## config.mk

```make
export PLATFORM = sky130hd
export DESIGN_NAME = tot_norm
export DESIGN_NICKNAME = d
export VERILOG_FILES = /design/src/hw/rtl/tot_pkg.sv /design/src/hw/rtl/tot_norm.sv
export SDC_FILE = /design/constraint.sdc
export NUM_CORES = 2
export LEC_CHECK = 0
export ABC_AREA = 0
export ABC_CLOCK_PERIOD_IN_PS = 11800
export BUFFER_PORTS_ARGS = -buffer_cell sky130_fd_sc_hd__buf_4
export CAP_MARGIN = 20
export CELL_PAD_IN_SITES_DETAIL_PLACEMENT = 2
export CELL_PAD_IN_SITES_GLOBAL_PLACEMENT = 2
export CORE_MARGIN = 5
export CORE_UTILIZATION = 35
export CTS_CLUSTER_DIAMETER = 40
export DETAILED_ROUTE_END_ITERATION = 7
export PLACE_DENSITY_LB_ADDON = 0.3
export SYNTH_ARGS = -nofsm -noshare
export SYNTH_HDL_FRONTEND = slang
export SYNTH_SLANG_ARGS = --single-unit
```

## constraint.sdc

```tcl
create_clock -name aclk -period 11.8 [get_ports aclk]
set_input_delay 1.18 -clock aclk [delete_from_list [all_inputs] [get_ports aclk]]
set_output_delay 1.18 -clock aclk [all_outputs]
set_load 0.01 [all_outputs]
```

## src/hw/rtl/tot_pkg.sv

```systemverilog
// ----------------------------------------------------------------------------
// Tetrahedral order term: shared types and constants
// Payload structs, sign-magnitude lanes and widths used along the pipeline.
// ----------------------------------------------------------------------------
package tot_pkg;

    localparam int InW      = 24;   // input component width, Q8.16
    localparam int MagW     = 31;   // normalized component and unit magnitudes
    localparam int R2W      = 62;   // normalized squared length
    localparam int RootW    = 31;   // square root of the normalized length
    localparam int NormStep = 5;    // binary normalization steps
    localparam int FMagW    = 36;   // gradient numerator magnitude
    localparam int NumW     = 69;   // numerator after the 2^(k+2) scale
    localparam int OutW     = 32;   // Q16.16 outputs

    typedef struct packed {
        logic signed [InW-1:0] vec_x;
        logic signed [InW-1:0] vec_y;
        logic signed [InW-1:0] vec_z;
    } tot_in_t;

    typedef struct packed {
        logic signed [OutW-1:0] order_value;
        logic signed [OutW-1:0] grad_x;
        logic signed [OutW-1:0] grad_y;
        logic signed [OutW-1:0] grad_z;
        logic                   zero_length;
    } tot_out_t;

    // Side information that rides along with each transaction.
    typedef struct packed {
        logic                   zero;
        logic [4:0]             k;
        logic signed [OutW-1:0] value;
    } tot_tag_t;

    typedef struct packed {
        logic [MagW-1:0] mag;
        logic            neg;
    } tot_sm_t;

    typedef tot_sm_t [2:0] tot_sm3_t;

    typedef struct packed {
        logic [FMagW-1:0] mag;
        logic             neg;
    } tot_f_t;

    typedef tot_f_t [2:0] tot_f3_t;

endpackage

```

## src/hw/rtl/tot_norm.sv

```systemverilog
// ----------------------------------------------------------------------------
// Tetrahedral order term: squared length and normalization
// Forms |x|^2+|y|^2+|z|^2 and shifts it by pairs of bits into [2^60, 2^62),
// scaling the component magnitudes by the same 2^k. Seven register stages.
// ----------------------------------------------------------------------------
module tot_norm (
    input  logic              aclk,
    input  logic              aresetn,
    input  logic              ce,
    input  logic              in_valid,
    input  tot_pkg::tot_in_t  in_data,
    output logic              out_valid,
    output tot_pkg::tot_tag_t tag_out,
    output logic [61:0]       r2_out,
    output tot_pkg::tot_sm3_t mag_out
);
    import tot_pkg::*;

    localparam int NS = NormStep + 1;

    logic [InW-1:0]   raw [3];
    logic [InW-1:0]   abs_v [3];
    logic [47:0]      sq_next [3];
    logic [47:0]      sq_reg [3];
    tot_sm_t          m0_reg [3];
    logic             v0_reg;

    logic [R2W-1:0]   r2_reg [NS];
    logic [R2W-1:0]   r2_next [NS];
    tot_sm3_t         m_reg [NS];
    tot_sm3_t         m_next [NS];
    logic [4:0]       k_reg [NS];
    logic [4:0]       k_next [NS];
    logic             zero_reg [NS];
    logic             v_reg [NS];

    always_comb begin
        raw[0] = in_data.vec_x;
        raw[1] = in_data.vec_y;
        raw[2] = in_data.vec_z;
        for (int l = 0; l < 3; l++) begin
            abs_v[l]   = raw[l][InW-1] ? (~raw[l] + InW'(1)) : raw[l];
            sq_next[l] = abs_v[l] * abs_v[l];
        end
    end

    // Each step shifts by 2*s bits when the top 2*s bits of the window are clear.
    always_comb begin
        int s;
        r2_next[0] = {14'd0, sq_reg[0] + sq_reg[1] + sq_reg[2]};
        k_next[0]  = '0;
        for (int l = 0; l < 3; l++) begin
            m_next[0][l] = m0_reg[l];
        end
        for (int i = 0; i < NormStep; i++) begin
            s = 16 >> i;
            if ((r2_reg[i] >> (R2W - 2 * s)) == '0) begin
                r2_next[i+1] = r2_reg[i] << (2 * s);
                k_next[i+1]  = k_reg[i] + 5'(s);
                for (int l = 0; l < 3; l++) begin
                    m_next[i+1][l].mag = m_reg[i][l].mag << s;
                    m_next[i+1][l].neg = m_reg[i][l].neg;
                end
            end else begin
                r2_next[i+1] = r2_reg[i];
                k_next[i+1]  = k_reg[i];
                m_next[i+1]  = m_reg[i];
            end
        end
    end

    always_ff @(posedge aclk) begin
        if (!aresetn) begin
            v0_reg <= 1'b0;
            for (int i = 0; i < NS; i++) begin
                v_reg[i] <= 1'b0;
            end
        end else if (ce) begin
            v0_reg   <= in_valid;
            v_reg[0] <= v0_reg;
            for (int i = 1; i < NS; i++) begin
                v_reg[i] <= v_reg[i-1];
            end
        end
    end

    always_ff @(posedge aclk) begin
        if (ce) begin
            for (int l = 0; l < 3; l++) begin
                sq_reg[l]     <= sq_next[l];
                m0_reg[l].mag <= MagW'(abs_v[l]);
                m0_reg[l].neg <= raw[l][InW-1];
            end
            zero_reg[0] <= (r2_next[0] == '0);
            for (int i = 1; i < NS; i++) begin
                zero_reg[i] <= zero_reg[i-1];
            end
            for (int i = 0; i < NS; i++) begin
                r2_reg[i] <= r2_next[i];
                k_reg[i]  <= k_next[i];
                m_reg[i]  <= m_next[i];
            end
        end
    end

    assign out_valid     = v_reg[NS-1];
    assign tag_out.zero  = zero_reg[NS-1];
    assign tag_out.k     = k_reg[NS-1];
    assign tag_out.value = '0;
    assign r2_out        = r2_reg[NS-1];
    assign mag_out       = m_reg[NS-1];

endmodule

```

Word-level counts from Yosys, hierarchy flattened
Memories as Yosys holds them, arrays and structs flattened.
Cells that the tools add are included.
{ "totals": {"reg_bits": 1, "ram_bits": 1209, "in_bits": 76, "out_inout_bits": 197, "wordCells": 65, "mem_count": 7} }
{ "mem_list": {"columns": ["name", "words", "word_bits", "read_ports", "rd_clocked_by_memory_dff", "wr", "line_no", "rtl"], "rows": [
  ["m_reg", 6, 96, 6, 0, 6, "tot_norm.sv:30", "tot_sm3_t m_reg [NS];"],
  ["r2_reg", 6, 62, 6, 0, 6, "tot_norm.sv:28", "logic [R2W-1:0] r2_reg [NS];"],
  ["sq_reg", 3, 48, 3, 0, 3, "tot_norm.sv:24", "logic [47:0] sq_reg [3];"],
  ["m0_reg", 3, 25, 3, 0, 3, "tot_norm.sv:25", "tot_sm_t m0_reg [3];"],
  ["k_reg", 6, 5, 6, 0, 6, "tot_norm.sv:32", "logic [4:0] k_reg [NS];"],
  ["v_reg", 6, 1, 6, 0, 6, "tot_norm.sv:35", "logic v_reg [NS];"],
  ["1 more memories", null, null, null, null, null, null, null]
]} }
{ "classes": {"n_addsub": 10, "mul": 3, "n_mux": 29, "bitwise": 9, "n_reduce_logical": 6} }
{ "op_table": {"columns": ["op", "count"], "rows": [
  ["2-to-1 mux 96 bit", 5],
  ["zero test 62 bit", 6],
  ["2-to-1 mux 62 bit", 5],
  ["multiplier 24 x 24 -> 48 bit", 3],
  ["adder 48 bit", 2],
  ["adder 24 x 1 -> 24 bit (second input constant)", 3],
  ["2-to-1 mux 24 bit", 3],
  ["inverter 24 bit", 3],
  ["2-to-1 mux 5 bit", 5],
  ["2-to-1 mux 1 bit", 11],
  ["bitwise OR 1 bit", 6],
  ["adder 5 x 1 -> 5 bit (second input constant)", 1],
  ["adder 5 x 2 -> 5 bit (second input constant)", 1],
  ["adder 5 x 3 -> 5 bit (second input constant)", 1],
  ["adder 5 x 4 -> 5 bit (second input constant)", 1],
  ["adder 5 bit (second input constant)", 1]
]} }

Logic depth before layout (Yosys ltp)
{ "logic_depth": {"ltp_word": 4, "ltp_mapped": 37, "depth_no_buf": 35} }

Worst setup path after synthesis
Ideal clock, no wire load.
{ "synth_timing": {"kind": "input -> register", "startpoint": "input in_data[48] (netlist name)", "endpoint": "memory sq_reg[0][44], data pin", "setup_ns": 0.195, "arrival_time_ns": 10.259, "t_required_ns": 11.605, "path_slack_ns": 1.346, "stages": 36, "n_path_buf": 3, "path_cell_list": "clkbuf_1 > inv_1 > clkbuf_1 > ha_1 > nand2b_1 > nand2b_1 > or3_1 > nand2b_1 > or2_2 > o31ai_1 > xnor2_1 > clkbuf_1 > nand2_1 > fa_1 > inv_1 > fa_1 > fa_1 > inv_1 > fa_1 > inv_1 > fa_1 > fa_1 > inv_1 > fa_1 > inv_1 > ha_1 > a2111oi_0 > o31a_1 > o31ai_1 > and2_1 > a21oi_1 > o211ai_1 > o311a_1 > o31ai_1 > or4b_1 > o311ai_0"} }
{ "synth_lines": {"columns": ["item", "line_no", "rtl"], "rows": [
  ["from (decl)", "tot_norm.sv:11", "input tot_pkg::tot_in_t in_data,"],
  ["to (decl)", "tot_norm.sv:24", null]
]} }

==> flow_summary.ini <==
[status]
status = completed

[synth]
dominantRegCellSynth = edfxtp_1
async_reset_ff_share_pct = 0
seq_area_frac_synth_pct = 36.22
ys_types = 91
synth_cells = 8281
ys_seq_elements = 1154
synth_area_um2 = 95500
synth_warnings = 0
synth-edff-count = 1148
syn_area_per_cell_um2 = 11.53

[route]
wl_per_cell_um = 22.90
drtIter0Drc = 3079
drtAntennaViolNets = 0
drtPass1Iterations = 5
drt-total-wl_um = 283100
routed_via_density = 4.896
vias = 60520
drcViolationCount = 0

[clock_network]
cts_tree = yes
clock_sinks = 1154
cts_buffer_depth = 4
clk-insertion-delay-late_ns = 0.84
clkTransAtPathRegs_ns = 0.05
cts_max_level = 4
hold_buffers = 0
cts_buffers = 188
cts_setup_buffers = 0
post_cts_resized = 0
root_buffer = clkbuf_16

[global_route]
grt_pass1_wl_um = 441100
grt_max_degree = 178
antenna_found_initial = 11
overflow = 0
grt_pass1_vias = 71920
grt_usage_pct = 19.99

[worst_setup_path]
cpPeakStageDelay_ns = 0.63
path_delay_family = adder cells
worstPathMaxFanout = 14
critPathRequiredTime_ns = 12.33
crit_slowest_cell = o41ai_1
critPathLaunchType = primary input
worst-endpoint-arrival_ns = 11.10
reg2reg_to = zero_reg[0]
rrSetupSlack_ns = 7.07
crit_buf_inv = 8
worstReg2RegStart = sq_reg[0][58]
critPathKind = in -> reg
reg2reg_depth = 12
cp-end-kind = flip-flop

[flow_run]
cap_violations = 0

[worst_hold_path]
hold_depth = 0
min-delay-start = m0_reg[1][10]
hold_class = reg -> reg
min_to = m_reg[0][42]

[timing]
worst_pin_slew_ns = 1.102
tns_ns = 0
setup_viol = 0
rsz0062_at_grt = false
finalClockSkew_ns = 0.08489
hold_viol = 0
layout_min_cycle_time_ns = 10.57
finalCritPeriodShare_pct = 89.61
clock.fmax_mhz = 94.57
slew_headroom_pct = 26.56
drv_slew = 0

[floorplanning]
die_area_um2 = 283400
die_w_um = 532.4
die_h_um = 532.4
fp.coreArea_um2 = 271200
pin_count = 273
rows = 191
initial_core_util_pct = 35.21

[finish]
drive_above_1_share_pct = 13.39
layout_common_cells = inv_1 (1792), fa_1 (1316), edfxtp_1 (1148), nand2_1 (848), ha_1 (556)
largest_reg_flops = 555
final_common_cell = inv_1
syn2layout_area_growth_pct = 13.47
num-nets-final = 10590

[placement]
port_buffers = 240
place.gp.congestion = 0.8615
place_hpwl_um = 223200
## cells by family after synthesis
| group | share of synthesized area (%) |
|---|---|
| buffers and inverters | 8.377 |
| flip-flops | 36.22 |
| multiplexers | 5.324 |
| adder cells (fa/ha/maj) | 34.87 |
| AND/OR/NAND/NOR | 8.503 |
| XOR/XNOR | 2.185 |
| AO/OA/AOI/OAI | 4.510 |
| other | 0.007864 |
## stage by stage
step           utilization [%]  instance area, um2  hold slack [ns]  worst slack (ns)  instances
3_5_place_dp             37.64              102100           0.4056            0.4094      12020
3_3_place_gp             37.64              102100           0.4006            0.7000      12020
5_1_grt                  39.95              108400           0.3501            0.7327      12360
2_1_floorplan                -               95820           0.4003             1.346       8365
4_1_cts                  39.95              108400           0.3357             1.251      12360
6_report                 39.95              108400           0.3423             1.225      12360
## worst reg2reg max path, cell delays in order, from the launching register on
cell and delay (ns):
edfxtp_1 0.47, fa_1 0.49, ha_1 0.48, nand4_1 0.28
o211a_1 0.22, a211oi_2 0.51, o211a_1 0.38, o211ai_1 0.20
a21oi_1 0.41, o21ai_0 0.30, a2111oi_0 0.50, nand4b_1 0.17
nor2_1 0.12
## Yosys cell counts, types with 25 or more instances
master	n	area [um2]
mux2_2	440	4955
and3_1	26	162.7
a21o_1	124	930.9
nand2_1	848	3183
nor3_1	46	230.2
ha_1	556	6957
nand2b_1	25	156.4
and2_1	106	663.1
nand3_1	47	235.2
buf_4	33	247.7
a21oi_1	183	915.9
xor2_1	70	613.1
xnor2_1	159	1393
fa_1	1316	26350
o21ai_0	105	525.5
o21a_1	31	232.7
nor2b_1	135	844.6
edfxtp_1	1148	34470
nor2_1	463	1738
clkbuf_1	220	825.8
inv_1	1792	6726
## worst max path at each step
stage                            from            end  slack, ns  cells past startpoint
after global placement    in_data[48]  sq_reg[0][43]       0.70                     33
after detailed placement  in_data[48]  sq_reg[0][43]       0.41                     33
after floorplan           in_data[48]  sq_reg[0][44]       1.35                     36
final                     in_data[24]  sq_reg[0][93]       1.23                     33
after CTS                 in_data[48]  sq_reg[0][43]       1.25                     33
after global routing      in_data[48]  sq_reg[0][43]       0.73                     33
## area by class of cell
cell class / count / area [um2]
Clock inverter: 135 / 1483
Inverter: 1819 / 6833
Antenna cell: 3 / 7.507
Fill cell: 27930 / 162900
Tap cell: 3570 / 4467
Multi-Input combinational cell: 5116 / 53380
Sequential cell: 1154 / 34590
Clock buffer: 200 / 4792
Timing Repair Buffer: 364 / 2815
## metal layers
layer	vias to the layer above	GRT usage [%]	wire length, um
met5	-	0	13
met1	32060	26.06	122100
met2	1050	35.67	144400
met3	370	2.132	9407
li1	27040	-	-
met4	2	4.837	7155
Power is left out: the tool's default activity adds up to more than one toggle a clock period on the data nets, which glitch-free logic cannot reach.
